File: src/sv/mtf_pkg.sv
package mtf_pkg;

  // Defaults for the top-level parameters
  localparam int unsigned DEPTH_DEF      = 16;
  localparam int unsigned VALUE_BITS_DEF = 32;

  // Fixed field widths on the channels
  localparam int unsigned CMD_W    = 2;
  localparam int unsigned VALUE_W  = 32;
  localparam int unsigned POS_W    = 4;
  localparam int unsigned STATUS_W = 2;
  localparam int unsigned COUNT_W  = 5;

  typedef enum logic [CMD_W-1:0] {
    CMD_PUSH = 2'd0,
    CMD_POP  = 2'd1,
    CMD_FIND = 2'd2
  } cmd_e;

  typedef enum logic [STATUS_W-1:0] {
    STAT_OK    = 2'd0,
    STAT_FULL  = 2'd1,
    STAT_EMPTY = 2'd2
  } status_e;

  // Controller -> datapath strobes
  typedef struct packed {
    logic capture;   // latch request beat
    logic search;    // register compare vector
    logic update;    // commit list / count
    logic load_rsp;  // fill response register
  } ctrl_t;

endpackage

File: src/sv/mtf_req_if.sv
interface mtf_req_if;
  logic                                    valid;
  logic                                    ready;
  logic        [mtf_pkg::CMD_W-1:0]        command;
  logic signed [mtf_pkg::VALUE_W-1:0]      value;

  modport source (output valid, output command, output value, input ready);
  modport sink   (input valid, input command, input value, output ready);
endinterface

File: src/sv/mtf_rsp_if.sv
interface mtf_rsp_if;
  logic                                    valid;
  logic                                    ready;
  logic                                    hit;
  logic        [mtf_pkg::POS_W-1:0]        hit_position;
  logic        [mtf_pkg::STATUS_W-1:0]     status;
  logic        [mtf_pkg::COUNT_W-1:0]      entry_count;
  logic signed [mtf_pkg::VALUE_W-1:0]      front_value;

  modport source (output valid, output hit, output hit_position, output status,
                  output entry_count, output front_value, input ready);
  modport sink   (input valid, input hit, input hit_position, input status,
                  input entry_count, input front_value, output ready);
endinterface

File: src/sv/mtf_ctrl.sv
module mtf_ctrl (
  input  logic           clk_i,
  input  logic           rst_ni,
  input  logic           req_valid_i,
  output logic           req_ready_o,
  output logic           rsp_valid_o,
  input  logic           rsp_ready_i,
  output mtf_pkg::ctrl_t ctrl_o
);

  typedef enum logic [3:0] {
    ST_IDLE   = 4'b0001,
    ST_SEARCH = 4'b0010,
    ST_UPDATE = 4'b0100,
    ST_REPORT = 4'b1000
  } state_e;

  state_e state_q, state_d;
  logic   rsp_valid_q, rsp_valid_d;
  logic   load;

  // response slot free or draining this cycle
  assign load = (state_q == ST_REPORT) && (!rsp_valid_q || rsp_ready_i);

  always_comb begin
    state_d = state_q;
    case (state_q)
      ST_IDLE:   if (req_valid_i) state_d = ST_SEARCH;
      ST_SEARCH: state_d = ST_UPDATE;
      ST_UPDATE: state_d = ST_REPORT;
      ST_REPORT: if (load) state_d = ST_IDLE;
      default:   state_d = ST_IDLE;
    endcase
  end

  always_comb begin
    rsp_valid_d = rsp_valid_q;
    if (load) begin
      rsp_valid_d = 1'b1;
    end else if (rsp_ready_i) begin
      rsp_valid_d = 1'b0;
    end
  end

  always_ff @(posedge clk_i or negedge rst_ni) begin
    if (!rst_ni) begin
      state_q     <= ST_IDLE;
      rsp_valid_q <= 1'b0;
    end else begin
      state_q     <= state_d;
      rsp_valid_q <= rsp_valid_d;
    end
  end

  assign req_ready_o     = (state_q == ST_IDLE);
  assign rsp_valid_o     = rsp_valid_q;
  assign ctrl_o.capture  = req_valid_i && (state_q == ST_IDLE);
  assign ctrl_o.search   = (state_q == ST_SEARCH);
  assign ctrl_o.update   = (state_q == ST_UPDATE);
  assign ctrl_o.load_rsp = load;

endmodule

File: src/sv/mtf_datapath.sv
module mtf_datapath #(
  parameter int unsigned DEPTH      = mtf_pkg::DEPTH_DEF,
  parameter int unsigned VALUE_BITS = mtf_pkg::VALUE_BITS_DEF
) (
  input  logic                              clk_i,
  input  logic                              rst_ni,
  input  mtf_pkg::ctrl_t                    ctrl_i,
  input  logic [mtf_pkg::CMD_W-1:0]         command_i,
  input  logic [mtf_pkg::VALUE_W-1:0]       value_i,
  output logic                              hit_o,
  output logic [mtf_pkg::POS_W-1:0]         hit_position_o,
  output logic [mtf_pkg::STATUS_W-1:0]      status_o,
  output logic [mtf_pkg::COUNT_W-1:0]       entry_count_o,
  output logic [mtf_pkg::VALUE_W-1:0]       front_value_o
);

  localparam int unsigned IW = $clog2(DEPTH);
  localparam int unsigned CW = $clog2(DEPTH + 1);

  // list cells, slot 0 is the front
  logic [VALUE_BITS-1:0] entries_q [DEPTH];
  logic [VALUE_BITS-1:0] entries_d [DEPTH];
  logic [CW-1:0]         count_q, count_d;

  logic [mtf_pkg::CMD_W-1:0] cmd_q;
  logic [VALUE_BITS-1:0]     val_q;
  logic [63:0]               val_ext;
  logic [DEPTH-1:0]          match_q, match_d;

  logic                   hit_q, hit_d;
  logic [IW-1:0]          pos_q, pos_d;
  mtf_pkg::status_e       status_q, status_d;

  logic [DEPTH-1:0]       match_m1, upto_hit, first_hit;
  logic                   any_hit;
  logic                   full, empty;

  logic                              rsp_hit_q;
  logic [mtf_pkg::POS_W-1:0]         rsp_pos_q;
  logic [mtf_pkg::STATUS_W-1:0]      rsp_status_q;
  logic [mtf_pkg::COUNT_W-1:0]       rsp_count_q;
  logic [mtf_pkg::VALUE_W-1:0]       rsp_front_q;

  logic [IW+mtf_pkg::POS_W-1:0]      pos_wide;
  logic [CW+mtf_pkg::COUNT_W-1:0]    count_wide;
  logic [VALUE_BITS+mtf_pkg::VALUE_W-1:0] front_wide;

  // sign-extend the 32-bit value, keep VALUE_BITS
  assign val_ext = {{32{value_i[mtf_pkg::VALUE_W-1]}}, value_i};

  always_ff @(posedge clk_i) begin
    if (ctrl_i.capture) begin
      cmd_q <= command_i;
      val_q <= val_ext[VALUE_BITS-1:0];
    end
  end

  // parallel compare over the live cells
  always_comb begin
    for (int i = 0; i < DEPTH; i++) begin
      match_d[i] = (entries_q[i] == val_q) && (CW'(i) < count_q);
    end
  end

  always_ff @(posedge clk_i) begin
    if (ctrl_i.search) match_q <= match_d;
  end

  // first hit: lowest set bit; upto_hit covers slots 0..hit
  assign match_m1  = match_q - DEPTH'(1);
  assign upto_hit  = match_q ^ match_m1;
  assign first_hit = match_q & ~match_m1;
  assign any_hit   = |match_q;
  assign full      = (count_q == CW'(DEPTH));
  assign empty     = (count_q == '0);

  always_comb begin
    entries_d = entries_q;
    count_d   = count_q;
    hit_d     = 1'b0;
    pos_d     = '0;
    status_d  = mtf_pkg::STAT_OK;
    case (cmd_q)
      mtf_pkg::CMD_PUSH: begin
        if (full) begin
          status_d = mtf_pkg::STAT_FULL;
        end else begin
          for (int i = 1; i < DEPTH; i++) entries_d[i] = entries_q[i-1];
          entries_d[0] = val_q;
          count_d      = count_q + CW'(1);
        end
      end
      mtf_pkg::CMD_POP: begin
        if (empty) begin
          status_d = mtf_pkg::STAT_EMPTY;
        end else begin
          for (int i = 0; i < DEPTH - 1; i++) entries_d[i] = entries_q[i+1];
          count_d = count_q - CW'(1);
        end
      end
      mtf_pkg::CMD_FIND: begin
        if (any_hit) begin
          hit_d = 1'b1;
          for (int i = 1; i < DEPTH; i++) begin
            if (upto_hit[i]) entries_d[i] = entries_q[i-1];
          end
          entries_d[0] = val_q;
          for (int i = 0; i < DEPTH; i++) begin
            if (first_hit[i]) pos_d = pos_d | IW'(i);
          end
        end
      end
      default: ;
    endcase
  end

  always_ff @(posedge clk_i) begin
    if (ctrl_i.update) begin
      entries_q <= entries_d;
      hit_q     <= hit_d;
      pos_q     <= pos_d;
      status_q  <= status_d;
    end
  end

  always_ff @(posedge clk_i or negedge rst_ni) begin
    if (!rst_ni) begin
      count_q <= '0;
    end else if (ctrl_i.update) begin
      count_q <= count_d;
    end
  end

  // fields trimmed to channel widths
  assign pos_wide   = {{mtf_pkg::POS_W{1'b0}}, pos_q};
  assign count_wide = {{mtf_pkg::COUNT_W{1'b0}}, count_q};
  assign front_wide = empty ? '0 : {{mtf_pkg::VALUE_W{1'b0}}, entries_q[0]};

  always_ff @(posedge clk_i) begin
    if (ctrl_i.load_rsp) begin
      rsp_hit_q    <= hit_q;
      rsp_pos_q    <= pos_wide[mtf_pkg::POS_W-1:0];
      rsp_status_q <= status_q;
      rsp_count_q  <= count_wide[mtf_pkg::COUNT_W-1:0];
      rsp_front_q  <= front_wide[mtf_pkg::VALUE_W-1:0];
    end
  end

  assign hit_o          = rsp_hit_q;
  assign hit_position_o = rsp_pos_q;
  assign status_o       = rsp_status_q;
  assign entry_count_o  = rsp_count_q;
  assign front_value_o  = rsp_front_q;

endmodule

File: src/sv/move_to_front_list.sv
// Move-to-front list of up to DEPTH values (VALUE_BITS each). A request beat carries a
// command (push, pop, find) and a value; each one yields exactly one response beat with
// hit, hit_position, status, entry_count and front_value. Between acceptance and a loaded
// response a request is latched, then all list cells are compared in parallel (registered
// match vector), then the cells are shifted and the count is committed, then the response
// register is filled. The next request is accepted in the cycle after the response register
// is loaded, so the block takes no new request while one is in flight; a stalled response
// holds the block in its last step. Cells that were never written hold no defined value
// and are never reported.
module move_to_front_list #(
  parameter int unsigned DEPTH      = mtf_pkg::DEPTH_DEF,
  parameter int unsigned VALUE_BITS = mtf_pkg::VALUE_BITS_DEF
) (
  input  logic       clk_i,
  input  logic       rst_ni,
  mtf_req_if.sink    req_i,
  mtf_rsp_if.source  rsp_o
);

  mtf_pkg::ctrl_t ctrl;

  // sequencer: idle -> compare -> shift -> respond
  mtf_ctrl u_ctrl (
    .clk_i       (clk_i),
    .rst_ni      (rst_ni),
    .req_valid_i (req_i.valid),
    .req_ready_o (req_i.ready),
    .rsp_valid_o (rsp_o.valid),
    .rsp_ready_i (rsp_o.ready),
    .ctrl_o      (ctrl)
  );

  // list cells, compare row, count and response register
  mtf_datapath #(
    .DEPTH      (DEPTH),
    .VALUE_BITS (VALUE_BITS)
  ) u_datapath (
    .clk_i          (clk_i),
    .rst_ni         (rst_ni),
    .ctrl_i         (ctrl),
    .command_i      (req_i.command),
    .value_i        (req_i.value),
    .hit_o          (rsp_o.hit),
    .hit_position_o (rsp_o.hit_position),
    .status_o       (rsp_o.status),
    .entry_count_o  (rsp_o.entry_count),
    .front_value_o  (rsp_o.front_value)
  );

`ifndef ASSERT_OFF
  // one request in flight: no second beat right after an accepted one
  a_one_in_flight: assert property (@(posedge clk_i) disable iff (!rst_ni)
    req_i.valid && req_i.ready |=> !req_i.ready)
    else $error("request accepted while previous one in flight");

  // a hit never comes with an error status
  a_hit_ok: assert property (@(posedge clk_i) disable iff (!rst_ni)
    rsp_o.valid && rsp_o.hit |-> rsp_o.status == mtf_pkg::STAT_OK)
    else $error("hit reported with error status");

  // refused push only on a full list
  a_full_count: assert property (@(posedge clk_i) disable iff (!rst_ni)
    rsp_o.valid && rsp_o.status == mtf_pkg::STAT_FULL
      |-> rsp_o.entry_count == mtf_pkg::COUNT_W'(DEPTH))
    else $error("full status with list not full");

  // pop on empty reports an empty list
  a_empty_front: assert property (@(posedge clk_i) disable iff (!rst_ni)
    rsp_o.valid && rsp_o.status == mtf_pkg::STAT_EMPTY
      |-> rsp_o.entry_count == '0 && rsp_o.front_value == '0)
    else $error("empty status with entries present");
`endif

endmodule
File: src/flat_wrapper.sv
// flat-port wrapper written by rule: the top's interface ports become plain ports
module move_to_front_list_flat 
#(
  parameter int unsigned DEPTH      = mtf_pkg::DEPTH_DEF,
  parameter int unsigned VALUE_BITS = mtf_pkg::VALUE_BITS_DEF
)
  (clk_i, rst_ni, req_i_valid, req_i_command, req_i_value, req_i_ready, rsp_o_valid, rsp_o_hit, rsp_o_hit_position, rsp_o_status, rsp_o_entry_count, rsp_o_front_value, rsp_o_ready);
  mtf_req_if req_i_i ();
  mtf_rsp_if rsp_o_i ();
  input  logic clk_i;
  input  logic rst_ni;
  input wire logic [$bits(req_i_i.valid)-1:0] req_i_valid;
  input wire logic [$bits(req_i_i.command)-1:0] req_i_command;
  input wire logic [$bits(req_i_i.value)-1:0] req_i_value;
  output wire logic [$bits(req_i_i.ready)-1:0] req_i_ready;
  output wire logic [$bits(rsp_o_i.valid)-1:0] rsp_o_valid;
  output wire logic [$bits(rsp_o_i.hit)-1:0] rsp_o_hit;
  output wire logic [$bits(rsp_o_i.hit_position)-1:0] rsp_o_hit_position;
  output wire logic [$bits(rsp_o_i.status)-1:0] rsp_o_status;
  output wire logic [$bits(rsp_o_i.entry_count)-1:0] rsp_o_entry_count;
  output wire logic [$bits(rsp_o_i.front_value)-1:0] rsp_o_front_value;
  input wire logic [$bits(rsp_o_i.ready)-1:0] rsp_o_ready;
  assign req_i_i.valid = req_i_valid;
  assign req_i_i.command = req_i_command;
  assign req_i_i.value = req_i_value;
  assign req_i_ready = req_i_i.ready;
  assign rsp_o_valid = rsp_o_i.valid;
  assign rsp_o_hit = rsp_o_i.hit;
  assign rsp_o_hit_position = rsp_o_i.hit_position;
  assign rsp_o_status = rsp_o_i.status;
  assign rsp_o_entry_count = rsp_o_i.entry_count;
  assign rsp_o_front_value = rsp_o_i.front_value;
  assign rsp_o_i.ready = rsp_o_ready;
  move_to_front_list #(.DEPTH(DEPTH), .VALUE_BITS(VALUE_BITS)) u_core (.clk_i(clk_i), .rst_ni(rst_ni), .req_i(req_i_i), .rsp_o(rsp_o_i));
endmodule
File: config.mk
export PLATFORM = sky130hd
export DESIGN_NAME = move_to_front_list_flat
export DESIGN_NICKNAME = d
export VERILOG_FILES = /design/src/sv/mtf_pkg.sv /design/src/sv/mtf_req_if.sv /design/src/sv/mtf_rsp_if.sv /design/src/sv/mtf_ctrl.sv /design/src/sv/mtf_datapath.sv /design/src/sv/move_to_front_list.sv /design/src/flat_wrapper.sv
export SDC_FILE = /design/constraint.sdc
export NUM_CORES = 1
export LEC_CHECK = 0
export BUFFER_PORTS_ARGS = -buffer_cell sky130_fd_sc_hd__buf_2
export CORE_ASPECT_RATIO = 2
export CORE_MARGIN = 3
export CORE_UTILIZATION = 50
export CTS_CLUSTER_DIAMETER = 50
export CTS_CLUSTER_SIZE = 20
export DETAILED_ROUTE_END_ITERATION = 7
export PLACE_DENSITY = 0.66
export SYNTH_ARGS = -nofsm -noshare
export SYNTH_HDL_FRONTEND = slang
export SYNTH_HIERARCHICAL = 1
export SYNTH_SLANG_ARGS = --single-unit
File: constraint.sdc
create_clock -name clk_i -period 12.45 [get_ports clk_i]
set_clock_uncertainty 0.1 [all_clocks]
set_input_delay 2.49 -clock clk_i [delete_from_list [all_inputs] [get_ports clk_i]]
set_output_delay 2.49 -clock clk_i [all_outputs]
set_load 0.1 [all_outputs]
==> impl_metrics.yaml <==
status:
  status: "finished, violations left"
  violations: "max-capacitance violations, max-slew violations"
worst_setup_path:
  crit_fanout: 7
  ff2ff_setup_slack_ps: 8500
  arrival_ps: 2080
  cp-end-kind: "output port"
  path_class: "reg2out"
  required_ps: 9860
  reg2reg_depth: 5
  startpoint_type: "register"
sta:
  tightest_slew_ps: 1510
  relSlewSlack_pct: -1.48
  finalCriticalPeriod_ps: 4670
  hold_viol_final: 0
  fin_crit_sh_pct: 37.5
  rsz0062_at_grt: "no"
  fin_hold_ws_ps: 323
  setup_viol: 0
  drv_slew: 6
  fmax_mhz: 214
  setup_tns_ps: 0
floorplanning:
  rows: 129
  core_sq_um: 62300
  die_area_sq_um: 66600
  ios: 84
  die_y_um: 362
  start_util_pct: 50.8
  die_w_um: 184
logic_synthesis:
  synthArstFlopShare_pct: 1.61
  syn_nets: 3167
  synth-seq-area-share_pct: 58.9
  ys_warn_count: 6
  synth_edf_count: 613
  yosysUniqueCellTypes: 54
  synth-seq-cells: 623
  synthCells: 3126
  synth_ff_type: "edfxtp_1"
  syn-cell-area_sq_um: 31700
  synth_area_per_cell_sq_um: 10.1
power_and_ir_drop:
  pwr_density_cell_nw_per_um2: 166
  ir_drop_uv: 114
  leakage_uw: 0.0136
clock_tree:
  cts_buffers: 39
  cts_resized: 0
  clk_pin_slew_ps: 80
  htreeDepth: 2
  cts_sinks: 623
  clock_path_buffers: 3
  cts_tree: "built"
  cts-root-buf: "clkbuf_16"
  cts_hold_buf: 0
  worstSkewPairLatency_ps: 580
  cts_setup_buffers: 0
route:
  first_iter_violations: 2793
  wl_per_cell_um: 28.8
  drc: 0
  dr.pass1.iters: 6
  vias: 23500
  viasPerCell: 5.98
  drt_wl_total_um: 113000
  drtAntennaViolNets: 0
layout:
  seq_area_sq_um: 18700
  final_common_cell: "nand2_1"
  fillers: 5520
  multi_input_area_sq_um: 12300
  nNetsFinal: 3158
  area_growth_pct: 7.55
  drive_gt1_share_pct: 6.94
  layout_common_cells: "1453 x nand2_1, 613 x edfxtp_1, 436 x xor2_1"
place:
  hpwl_um: 77600
  portBuffers: 83
  gp_congestion: 0.960
global_routing:
  grt_pass1_wl_um: 161000
  overflow: 0
  grt_pass1_vias: 23700
  antenna_found_initial: 3
  grt_max_degree: 237
  grt_usage_pct: 33.7
hold_path:
  hp-class: "reg2reg"
  hold_depth: 0
run:
  max_cap_viol_count: 1
-- power by group --
part	leakage, uW	internal [uW]	switching [uW]
registers	0.00569	2520	118
logic	0.00728	440	1150
clock network	0.000609	696	717
total	0.0136	3650	1980
-- critical path, cell delays in order, from the launching register on --
cell and delay (ps):
dfstp_2 590, nor4b_1 390, buf_2 510
-- layout make-up --
| type | instances | area share [%] |
|---|---|---|
| sequential | 623 | 54.8 |
| multi-input combinational | 2305 | 36.0 |
| clock buffer | 54 | 3.28 |
| tap | 786 | 2.89 |
| timing repair buffer | 140 | 2.54 |
| clock inverter | 10 | 0.404 |
| inverter | 8 | 0.0882 |
| antenna | 2 | 0.0147 |
-- synth_stat cells (4+ instances only) --
| master | n | share of area [%] |
|---|---|---|
| buf_4 | 5 | 0.12 |
| xnor2_1 | 82 | 2.3 |
| a31oi_1 | 5 | 0.099 |
| nand3_1 | 24 | 0.38 |
| o21ai_0 | 6 | 0.095 |
| nand2b_1 | 5 | 0.099 |
| and2_1 | 4 | 0.079 |
| nand4_1 | 34 | 0.67 |
| nor3_1 | 27 | 0.43 |
| a21oi_1 | 13 | 0.21 |
| buf_2 | 119 | 1.9 |
| xor2_1 | 436 | 12 |
| clkbuf_1 | 64 | 0.76 |
| nand2_1 | 1453 | 17 |
| nor4_1 | 111 | 2.2 |
| edfxtp_1 | 613 | 58 |
| nor2_1 | 18 | 0.21 |
| nor2b_1 | 36 | 0.71 |
| a22oi_1 | 4 | 0.095 |
| inv_1 | 8 | 0.095 |
| dfrtp_1 | 9 | 0.71 |
-- stage by stage --
stage	cell area (sq um)	instances	utilization, %	power, uW	setup slack, ps
after global placement	32800	3861	52.6	4180	8400
after floorplan	31700	3126	-	3680	6110
after CTS	34000	3926	54.6	5600	7770
final	34100	3928	54.7	5640	7780
after global routing	34000	3926	54.6	5810	7650
after detailed placement	32800	3862	52.6	4210	8400
-- flip-flops by register name, summed over array words and instances (netlist names), 5 cells and up --
register and count:
u_core/u_datapath/entries_q 512, u_core/u_datapath/front_value_o 32, u_core/u_datapath/val_q 32, u_core/u_datapath/match_q 16, u_core/u_datapath/count_q 5, u_core/u_datapath/entry_count_o 5
-- final timing paths --
kind | start | endpoint
min | u_core/u_datapath/hit_q | u_core/u_datapath/hit_o
min in group asynchronous | rst_ni | u_core/u_datapath/count_q[3]
max reg2reg | u_core/u_datapath/cmd_q[1] | u_core/u_datapath/entries_q[342]
min reg2reg | u_core/u_datapath/hit_q | u_core/u_datapath/hit_o
max | u_core/u_ctrl/state_q[0] | req_i_ready
max in group asynchronous | rst_ni | u_core/u_ctrl/state_q[0]
-- logic make-up (layout without fill, tap and decap cells) --
group	count (synthesis)	in the layout	synth area share, %
AO/OA/AOI/OAI	55	55	1.21
XOR/XNOR	518	518	14.3
adder cells (fa/ha/maj)	3	3	0.119
buffers and inverters	198	212	2.90
flip-flops	623	623	58.9
other	0	2	0
AND/OR/NAND/NOR	1729	1729	22.5
-- layer usage --
metal	part of all wire, %	track usage [%]
met1	30	33.3
met3	7.1	5.73
met4	14	35.0
met5	0.012	0
met2	49	57.0
No activity file was read; power rests on OpenSTA's default activity.
